==> config.mk <==
export PLATFORM = sky130hd
export DESIGN_NAME = servo_angle_slew_table
export DESIGN_NICKNAME = d
export VERILOG_FILES = /design/src/sv/sast_pkg.sv /design/src/sv/sast_table.sv /design/src/sv/sast_div.sv /design/src/sv/servo_angle_slew_table.sv
export SDC_FILE = /design/constraint.sdc
export NUM_CORES = 2
export LEC_CHECK = 0
export ABC_AREA = 1
export ABC_CLOCK_PERIOD_IN_PS = 13800
export BUFFER_PORTS_ARGS = -buffer_cell sky130_fd_sc_hd__clkbuf_2
export CORE_ASPECT_RATIO = 1.1
export CORE_MARGIN = 4
export CORE_UTILIZATION = 43
export CTS_CLUSTER_SIZE = 14
export DETAILED_ROUTE_END_ITERATION = 10
export GPL_ROUTABILITY_DRIVEN = 0
export PLACE_DENSITY = 0.68
export SYNTH_ARGS = -nofsm -noshare
export SYNTH_HDL_FRONTEND = slang
export SYNTH_SLANG_ARGS = --single-unit
==> constraint.sdc <==
create_clock -name clk -period 13.8 [get_ports clk]
set_clock_uncertainty 0.1 [all_clocks]
set_input_delay 2.76 -clock clk [delete_from_list [all_inputs] [get_ports clk]]
set_output_delay 2.76 -clock clk [all_outputs]
set_load 0.005 [all_outputs]
==> src/sv/sast_pkg.sv <==
`timescale 1ns / 1ps
// ----------------------------------------------------------------------------
// sast_pkg: shared types and helpers for the servo angle slew table
// Row layout of the servo table, controller states, the divider request and
// the wrap-around angle arithmetic used by both the tick and target paths.
// ----------------------------------------------------------------------------
package sast_pkg;

	localparam int ANGLE_W    = 16;
	localparam int MAX_STEP_W = 15;
	localparam int INDEX_W    = 5;
	localparam int DIV_CNT_W  = $clog2(ANGLE_W);
	localparam int S_DATA_W   = 40;
	localparam int M_DATA_W   = 24;

	localparam logic [ANGLE_W-1:0]    HALF_TURN   = ANGLE_W'(1) << (ANGLE_W - 1);
	localparam logic [MAX_STEP_W-1:0] RESET_STEP  = MAX_STEP_W'(1043);
	localparam logic                  CMD_TICK    = 1'b0;
	localparam logic                  CMD_SET     = 1'b1;

	typedef struct packed {
		logic [ANGLE_W-1:0] present;
		logic [ANGLE_W-1:0] goal;
		logic [ANGLE_W-1:0] step;
	} servo_row_t;

	localparam servo_row_t RESET_ROW = '{
		present: '0,
		goal:    '0,
		step:    ANGLE_W'(RESET_STEP)
	};

	typedef enum logic [1:0] {
		ST_IDLE,
		ST_TICK,
		ST_CALC,
		ST_DIV
	} state_t;

	typedef struct packed {
		logic               start;
		logic [ANGLE_W-1:0] dividend;
		logic [ANGLE_W-1:0] divisor;
	} div_req_t;

	// shortest wrapped distance of a forward difference
	function automatic logic [ANGLE_W-1:0] wrap_dist(input logic [ANGLE_W-1:0] d);
		logic [ANGLE_W-1:0] back;
		begin
			back = ANGLE_W'(0) - d;
			wrap_dist = (d < back) ? d : back;
		end
	endfunction

	// one tick of motion for a table row
	function automatic logic [ANGLE_W-1:0] tick_present(input servo_row_t row);
		logic [ANGLE_W-1:0] d;
		begin
			d = row.goal - row.present;
			if (wrap_dist(d) < row.step)
				tick_present = row.goal;
			else if (d < HALF_TURN)
				tick_present = row.present + row.step;
			else
				tick_present = row.present - row.step;
		end
	endfunction

	// raise a quotient to at least one and cap it at the step limit
	function automatic logic [ANGLE_W-1:0] clamp_step(input logic [ANGLE_W-1:0] q,
			input logic [ANGLE_W-1:0] lim);
		begin
			if (q == '0)
				clamp_step = ANGLE_W'(1);
			else if (q > lim)
				clamp_step = lim;
			else
				clamp_step = q;
		end
	endfunction

endpackage

==> src/sv/sast_table.sv <==
`timescale 1ns / 1ps
// ----------------------------------------------------------------------------
// sast_table: servo state memory
// One row per servo (present, goal, step) in a synchronous RAM with a
// registered read port. Per-row valid flags stand in for the reset contents.
// ----------------------------------------------------------------------------
module sast_table #(
	parameter int NUM_SERVOS = 20,
	parameter int IDX_W      = 5
) (
	input  logic                   clk,
	input  logic                   arst_n,
	input  logic                   rd_en,
	input  logic [IDX_W-1:0]       rd_addr,
	output sast_pkg::servo_row_t   rd_row,
	input  logic                   wr_en,
	input  logic [IDX_W-1:0]       wr_addr,
	input  sast_pkg::servo_row_t   wr_row
);
	import sast_pkg::*;

	servo_row_t             mem [NUM_SERVOS];
	logic [NUM_SERVOS-1:0]  row_valid_q;
	servo_row_t             rd_data_s1;
	logic                   rd_hit_s1;

	always_ff @(posedge clk) begin
		if (wr_en)
			mem[wr_addr] <= wr_row;
		if (rd_en)
			rd_data_s1 <= mem[rd_addr];
	end

	always_ff @(posedge clk or negedge arst_n) begin
		if (!arst_n) begin
			row_valid_q <= '0;
			rd_hit_s1   <= 1'b0;
		end else begin
			if (wr_en)
				row_valid_q[wr_addr] <= 1'b1;
			if (rd_en)
				rd_hit_s1 <= row_valid_q[rd_addr];
		end
	end

	// rows never written read back as their reset contents
	assign rd_row = rd_hit_s1 ? rd_data_s1 : RESET_ROW;

endmodule

==> src/sv/sast_div.sv <==
`timescale 1ns / 1ps
// ----------------------------------------------------------------------------
// sast_div: radix-2 restoring divider
// Unsigned angle-width divide, one quotient bit per cycle, done pulses once
// when the quotient is ready.
// ----------------------------------------------------------------------------
module sast_div (
	input  logic                            clk,
	input  logic                            arst_n,
	input  sast_pkg::div_req_t              req,
	output logic                            done,
	output logic [sast_pkg::ANGLE_W-1:0]    quotient
);
	import sast_pkg::*;

	logic                 busy_q;
	logic                 done_q;
	logic [DIV_CNT_W-1:0] cnt_q;
	logic [ANGLE_W-1:0]   rem_q;
	logic [ANGLE_W-1:0]   quo_q;
	logic [ANGLE_W-1:0]   divisor_q;
	logic [ANGLE_W:0]     trial;
	logic [ANGLE_W:0]     diff;
	logic                 fits;

	assign trial = {rem_q, quo_q[ANGLE_W-1]};
	assign diff  = trial - {1'b0, divisor_q};
	assign fits  = trial >= {1'b0, divisor_q};

	always_ff @(posedge clk or negedge arst_n) begin
		if (!arst_n) begin
			busy_q <= 1'b0;
			done_q <= 1'b0;
			cnt_q  <= '0;
		end else begin
			done_q <= 1'b0;
			if (req.start) begin
				busy_q <= 1'b1;
				cnt_q  <= '0;
			end else if (busy_q) begin
				cnt_q <= cnt_q + DIV_CNT_W'(1);
				if (cnt_q == DIV_CNT_W'(ANGLE_W - 1)) begin
					busy_q <= 1'b0;
					done_q <= 1'b1;
				end
			end
		end
	end

	always_ff @(posedge clk) begin
		if (req.start) begin
			rem_q     <= '0;
			quo_q     <= req.dividend;
			divisor_q <= req.divisor;
		end else if (busy_q) begin
			rem_q <= fits ? diff[ANGLE_W-1:0] : trial[ANGLE_W-1:0];
			quo_q <= {quo_q[ANGLE_W-2:0], fits};
		end
	end

	assign done     = done_q;
	assign quotient = quo_q;

endmodule

==> src/sv/servo_angle_slew_table.sv <==
`timescale 1ns / 1ps
// ----------------------------------------------------------------------------
// servo_angle_slew_table: slew-rate limited servo angle table
// Set-target requests store a goal and derive a per-tick step; tick requests
// move every servo toward its goal and report all positions.
//
//   channel   signals                          contents
//   s_*       s_tvalid s_tready s_tdata s_tuser  set-target / tick requests
//   m_*       m_tvalid m_tready m_tdata m_tlast  one position report per servo
//   cfg_*     cfg_valid cfg_ready cfg_data       max_step register write
//
// A tick does one RAM read/write per servo, with the next row read while the
// current one is written back.
// A set target reads the row, runs the divider and writes the row back;
// a zero duration skips the divider, and an out-of-range index is dropped.
// Reset needs no clearing pass: per-row valid flags supply the reset contents.
// A stalled m_tready holds the tick walk; s_tready is low while a request runs.
// ----------------------------------------------------------------------------
module servo_angle_slew_table #(
	parameter int NUM_SERVOS = 20
) (
	input  logic                              clk,
	input  logic                              arst_n,
	input  logic                              s_tvalid,
	output logic                              s_tready,
	// [4:0] servo_index, [20:5] target_angle, [36:21] duration_ticks
	input  logic [sast_pkg::S_DATA_W-1:0]     s_tdata,
	// [0] cmd
	input  logic                              s_tuser,
	output logic                              m_tvalid,
	input  logic                              m_tready,
	// [4:0] out_servo, [20:5] present_angle
	output logic [sast_pkg::M_DATA_W-1:0]     m_tdata,
	output logic                              m_tlast,
	input  logic                              cfg_valid,
	output logic                              cfg_ready,
	input  logic [sast_pkg::MAX_STEP_W-1:0]   cfg_data
);
	import sast_pkg::*;

	localparam int IDX_W = (NUM_SERVOS > 1) ? $clog2(NUM_SERVOS) : 1;

	state_t                  state_q, state_d;
	logic [IDX_W-1:0]        servo_q, servo_d;
	logic [ANGLE_W-1:0]      goal_q;
	logic [ANGLE_W-1:0]      dur_q;
	logic [MAX_STEP_W-1:0]   max_step_q;
	logic                    out_valid_q;
	logic [INDEX_W-1:0]      out_servo_q;
	logic [ANGLE_W-1:0]      out_angle_q;
	logic                    out_last_q;

	logic                    s_accept;
	logic                    idx_ok;
	logic                    out_free;
	logic                    out_load;
	logic                    last_servo;
	logic [ANGLE_W-1:0]      lim;
	logic [ANGLE_W-1:0]      new_present;
	logic [ANGLE_W-1:0]      arc_len;

	logic                    rd_en;
	logic [IDX_W-1:0]        rd_addr;
	servo_row_t              rd_row;
	logic                    wr_en;
	servo_row_t              wr_row;
	div_req_t                div_req;
	logic                    div_done;
	logic [ANGLE_W-1:0]      quotient;

	sast_table #(
		.NUM_SERVOS (NUM_SERVOS),
		.IDX_W      (IDX_W)
	) u_table (
		.clk     (clk),
		.arst_n  (arst_n),
		.rd_en   (rd_en),
		.rd_addr (rd_addr),
		.rd_row  (rd_row),
		.wr_en   (wr_en),
		.wr_addr (servo_q),
		.wr_row  (wr_row)
	);

	sast_div u_div (
		.clk      (clk),
		.arst_n   (arst_n),
		.req      (div_req),
		.done     (div_done),
		.quotient (quotient)
	);

	assign s_accept    = s_tvalid && s_tready;
	assign idx_ok      = int'(s_tdata[4:0]) < NUM_SERVOS;
	assign out_free    = !out_valid_q || m_tready;
	assign last_servo  = servo_q == IDX_W'(NUM_SERVOS - 1);
	assign lim         = (max_step_q == '0) ? ANGLE_W'(1) : ANGLE_W'(max_step_q);
	assign new_present = tick_present(rd_row);
	assign arc_len     = wrap_dist(goal_q - rd_row.present);

	always_comb begin
		state_d          = state_q;
		servo_d          = servo_q;
		s_tready         = 1'b0;
		rd_en            = 1'b0;
		rd_addr          = servo_q;
		wr_en            = 1'b0;
		wr_row           = rd_row;
		out_load         = 1'b0;
		div_req.start    = 1'b0;
		div_req.dividend = arc_len;
		div_req.divisor  = dur_q;
		unique case (state_q)
			ST_IDLE: begin
				s_tready = 1'b1;
				if (s_tvalid) begin
					if (s_tuser == CMD_SET) begin
						// drop targets for servos beyond the table
						if (idx_ok) begin
							rd_en   = 1'b1;
							rd_addr = IDX_W'(s_tdata[4:0]);
							servo_d = IDX_W'(s_tdata[4:0]);
							state_d = ST_CALC;
						end
					end else begin
						rd_en   = 1'b1;
						rd_addr = '0;
						servo_d = '0;
						state_d = ST_TICK;
					end
				end
			end
			ST_TICK: begin
				// rows differ between the write-back and the next read
				if (out_free) begin
					wr_en          = 1'b1;
					wr_row.present = new_present;
					out_load       = 1'b1;
					if (last_servo) begin
						state_d = ST_IDLE;
					end else begin
						rd_en   = 1'b1;
						rd_addr = servo_q + IDX_W'(1);
						servo_d = servo_q + IDX_W'(1);
					end
				end
			end
			ST_CALC: begin
				if (dur_q == '0) begin
					wr_en       = 1'b1;
					wr_row.goal = goal_q;
					wr_row.step = lim;
					state_d     = ST_IDLE;
				end else begin
					div_req.start = 1'b1;
					state_d       = ST_DIV;
				end
			end
			ST_DIV: begin
				// read row is still held: no read issued since
				if (div_done) begin
					wr_en       = 1'b1;
					wr_row.goal = goal_q;
					wr_row.step = clamp_step(quotient, lim);
					state_d     = ST_IDLE;
				end
			end
			default: begin
				state_d = ST_IDLE;
			end
		endcase
	end

	always_ff @(posedge clk or negedge arst_n) begin
		if (!arst_n) begin
			state_q     <= ST_IDLE;
			servo_q     <= '0;
			max_step_q  <= RESET_STEP;
			out_valid_q <= 1'b0;
		end else begin
			state_q <= state_d;
			servo_q <= servo_d;
			if (cfg_valid)
				max_step_q <= cfg_data;
			if (out_load)
				out_valid_q <= 1'b1;
			else if (m_tready)
				out_valid_q <= 1'b0;
		end
	end

	always_ff @(posedge clk) begin
		if (s_accept) begin
			goal_q <= s_tdata[20:5];
			dur_q  <= s_tdata[36:21];
		end
		if (out_load) begin
			out_servo_q <= INDEX_W'(servo_q);
			out_angle_q <= new_present;
			out_last_q  <= last_servo;
		end
	end

	assign cfg_ready = 1'b1;
	assign m_tvalid  = out_valid_q;
	assign m_tdata   = {(M_DATA_W - INDEX_W - ANGLE_W)'(0), out_angle_q, out_servo_q};
	assign m_tlast   = out_last_q;

endmodule

==> results.py <==
metrics = {
    "cts": {
        "cts_sinks": 1160,
        "postCtsHoldBufs": 0,
        "numCtsBuffers": 107,
        "clockRootBuffer": "clkbuf_16",
        "cts_resized": 0,
        "clk_pin_slew_ps": 70,
        "insertion_delay_ps": 740,
        "cts_tree": "done",
        "clockBufferDepth": 3,
        "cts_max_level": 3,
        "post_cts_buffers": 0,
    },
    "timing": {
        "layout_min_cycle_time_ps": 8410,
        "maxSlewViolCount": 0,
        "relSlewSlack_pct": 10.8,
        "rsz0062_at_grt": "no",
        "fin_ws_ps": 5390,
        "setup_viol": 0,
        "period_share_pct": 60.9,
        "finalHoldViolations": 0,
        "finalSetupTns_ps": 0,
        "max_freq_ghz": 0.119,
        "tightestPinTransition_ps": 1330,
    },
    "synthesis": {
        "yosysWarnings": 0,
        "ys_async_sr_fraction_pct": 4.31,
        "synth-seq-cells": 1160,
        "synth_largest_area_cell": "edfxtp_1",
        "yosysTopAreaCellShare_pct": 63.8,
        "synth_edf_count": 1094,
        "syn_inst": 4434,
        "ys.flop_type": "edfxtp_1",
        "synth_area_leaders": "edfxtp_1, o21ai_0, nor2_1",
        "synth-seq-area-share_pct": 66.9,
        "synth_area_um2": 51500,
        "yosys.cell_types.count": 67,
        "avgSynthCellArea_um2": 11.6,
    },
    "floorplanning": {
        "pin_count": 89,
        "die_h_um": 371,
        "core_area_um2": 118000,
        "die_x_um": 338,
        "start_util_pct": 43.5,
        "rows": 132,
        "die_area_um2": 125000,
    },
    "finish": {
        "fill_cells": 10300,
        "final_cell_mix": "edfxtp_1, nor2_1, o21ai_0",
        "layout_commonest_cell": "edfxtp_1",
        "final_nets": 4626,
        "layout-drive-gt1-share_pct": 9.44,
        "postLayoutCoreUtil_pct": 48.2,
        "multi_input_area_um2": 14900,
        "final_area_um2": 57000,
        "syn_to_final_growth_pct": 10.7,
        "regArea_um2": 34400,
    },
    "placement": {
        "hpwl_um": 80900,
        "post-place-ws_ps": 5490,
        "placed_area_um2": 53500,
        "port_buffers": 81,
    },
    "route": {
        "drt_first_iter_violations": 4400,
        "wl_per_cell_um": 23.7,
        "wl_um": 144000,
        "viasPerCell": 5.88,
        "drcViolationCount": 0,
        "drtPass1Iterations": 6,
        "vias": 35700,
        "ant_nets": 0,
    },
    "global_route": {
        "grt_pass1_wl_um": 212000,
        "grt_max_degree": 229,
        "grt.overflow.total": 0,
        "first_global_vias": 33700,
        "antenna_found_initial": 2,
        "grt_use_total_pct": 22.6,
    },
    "critical_path": {
        "cp-start-kind": "register",
        "cp_slowest_stage_delay_ps": 740,
        "r2r-start": "u_table.rd_hit_s1",
        "arrival_ps": 8680,
        "crit_type": "reg -> reg",
        "path_max_fanout": 30,
        "crit_slowest_cell": "dfrtp_2",
        "path_common_cell": "inv_1",
        "end_kind": "register",
        "cp.required_ps": 14070,
        "startpoint": "u_table.rd_hit_s1",
    },
    "min_path": {
        "hp-class": "reg -> reg",
        "hold_start": "u_table.row_valid_q[1]",
    },
    "run_status": {
        "status": "finished clean",
    },
    "run": {
        "maxCapViolations": 0,
    },
}
## worst max-delay path: cells and delay by family (launching register included)
| family | cells | cell delay, ps |
|---|---|---|
| buffers and inverters | 7 | 1690 |
| DFF | 1 | 740 |
| xor gates and xnor gates | 2 | 400 |
| and+or+nand+nor | 16 | 2910 |
| adders and majority gates | 3 | 800 |
| AOI/OAI and AO/OA | 5 | 1360 |
## cell families (layout without fill, tap and decap cells)
kind of cell	after synthesis	after routing	share of synthesized area (%)
simple gates	1403	1403	11.5
flops	1160	1160	66.9
compound gates	1124	1124	13.2
buf+inv	561	658	4.23
fa+ha+maj	115	115	2.83
xor+xnor	69	69	1.36
other cells	2	6	0.0146
## per-stage QoR
| step | hold WS (ps) | std cells |
|---|---|---|
| 2_1_floorplan | 320 | 4436 |
| 6_report | 348 | 6076 |
| 4_1_cts | 353 | 6074 |
| 5_1_grt | 365 | 6075 |
| 3_3_place_gp | 333 | 5882 |
| 3_5_place_dp | 337 | 5882 |
## cell type report
class                           count  area share, %
Antenna cell                        2        0.00879
Clock buffer                      122           4.80
Clock inverter                     70           1.25
Inverter                          311           2.12
Multi-Input combinational cell   2715           26.2
Sequential cell                  1160           60.4
Tap cell                         1541           3.38
Timing Repair Buffer              155           1.77
## Yosys cell counts, types with 6 or more instances
| master | instances |
|---|---|
| buf_1 | 12 |
| nand2_1 | 455 |
| o21ai_0 | 583 |
| o22ai_1 | 106 |
| a32oi_1 | 14 |
| buf_2 | 21 |
| a21oi_1 | 99 |
| xor2_2 | 6 |
| clkbuf_1 | 208 |
| o221ai_1 | 144 |
| dfrtp_1 | 46 |
| o211ai_1 | 69 |
| nand3_1 | 185 |
| o21ai_2 | 7 |
| nand4_1 | 27 |
| inv_2 | 10 |
| nor2_4 | 6 |
| buf_4 | 6 |
| nor3_1 | 28 |
| nor2_2 | 9 |
| a31oi_1 | 53 |
| nor2_1 | 628 |
| xor2_1 | 45 |
| or2_2 | 13 |
| o21a_1 | 6 |
| nor4_1 | 9 |
| nand2_2 | 20 |
| dfxtp_1 | 16 |
| o21bai_1 | 6 |
| edfxtp_1 | 1094 |
| ha_1 | 113 |
| xnor2_1 | 14 |
| inv_1 | 298 |
## state kept, by name (all words and copies together), names as in the netlist, 2 cells and up
register / count
u_div.divisor_q: 16
goal_q: 16
servo_q: 5
u_table.mem: 960
state_q: 2
out_angle_q: 16
u_table.row_valid_q: 20
u_div.rem_q: 16
out_servo_q: 5
u_table.rd_data_s1: 48
u_div.cnt_q: 4
u_div.quotient: 16
max_step_q: 15
dur_q: 16
## per-layer routing
layer  global-route usage [%]  routed length (um)  up-vias  part of all wire [%]
met4                     11.0                7500        0                   5.2
li1                         -                   -    16200                     -
met1                     29.8               55800    17300                    39
met2                     36.6               67300     1861                    47
met5                        0                   0        -                     0
met3                     3.42               13200      369                   9.2
## path summary, 6_finish.rpt
kind,endpoint,slack (ps),cells after the start
max,u_table.mem[9][32],5390,33
min reg2reg,u_table.row_valid_q[1],350,2
max reg2reg,u_table.mem[9][32],5390,33
max in group asynchronous,u_table.rd_hit_s1,10940,2
min,u_table.row_valid_q[1],350,2
min in group asynchronous,u_div.cnt_q[1],2070,2
Power is not shown: default switching activity piles up to over one toggle a cycle in this logic, so the estimate is an artifact.
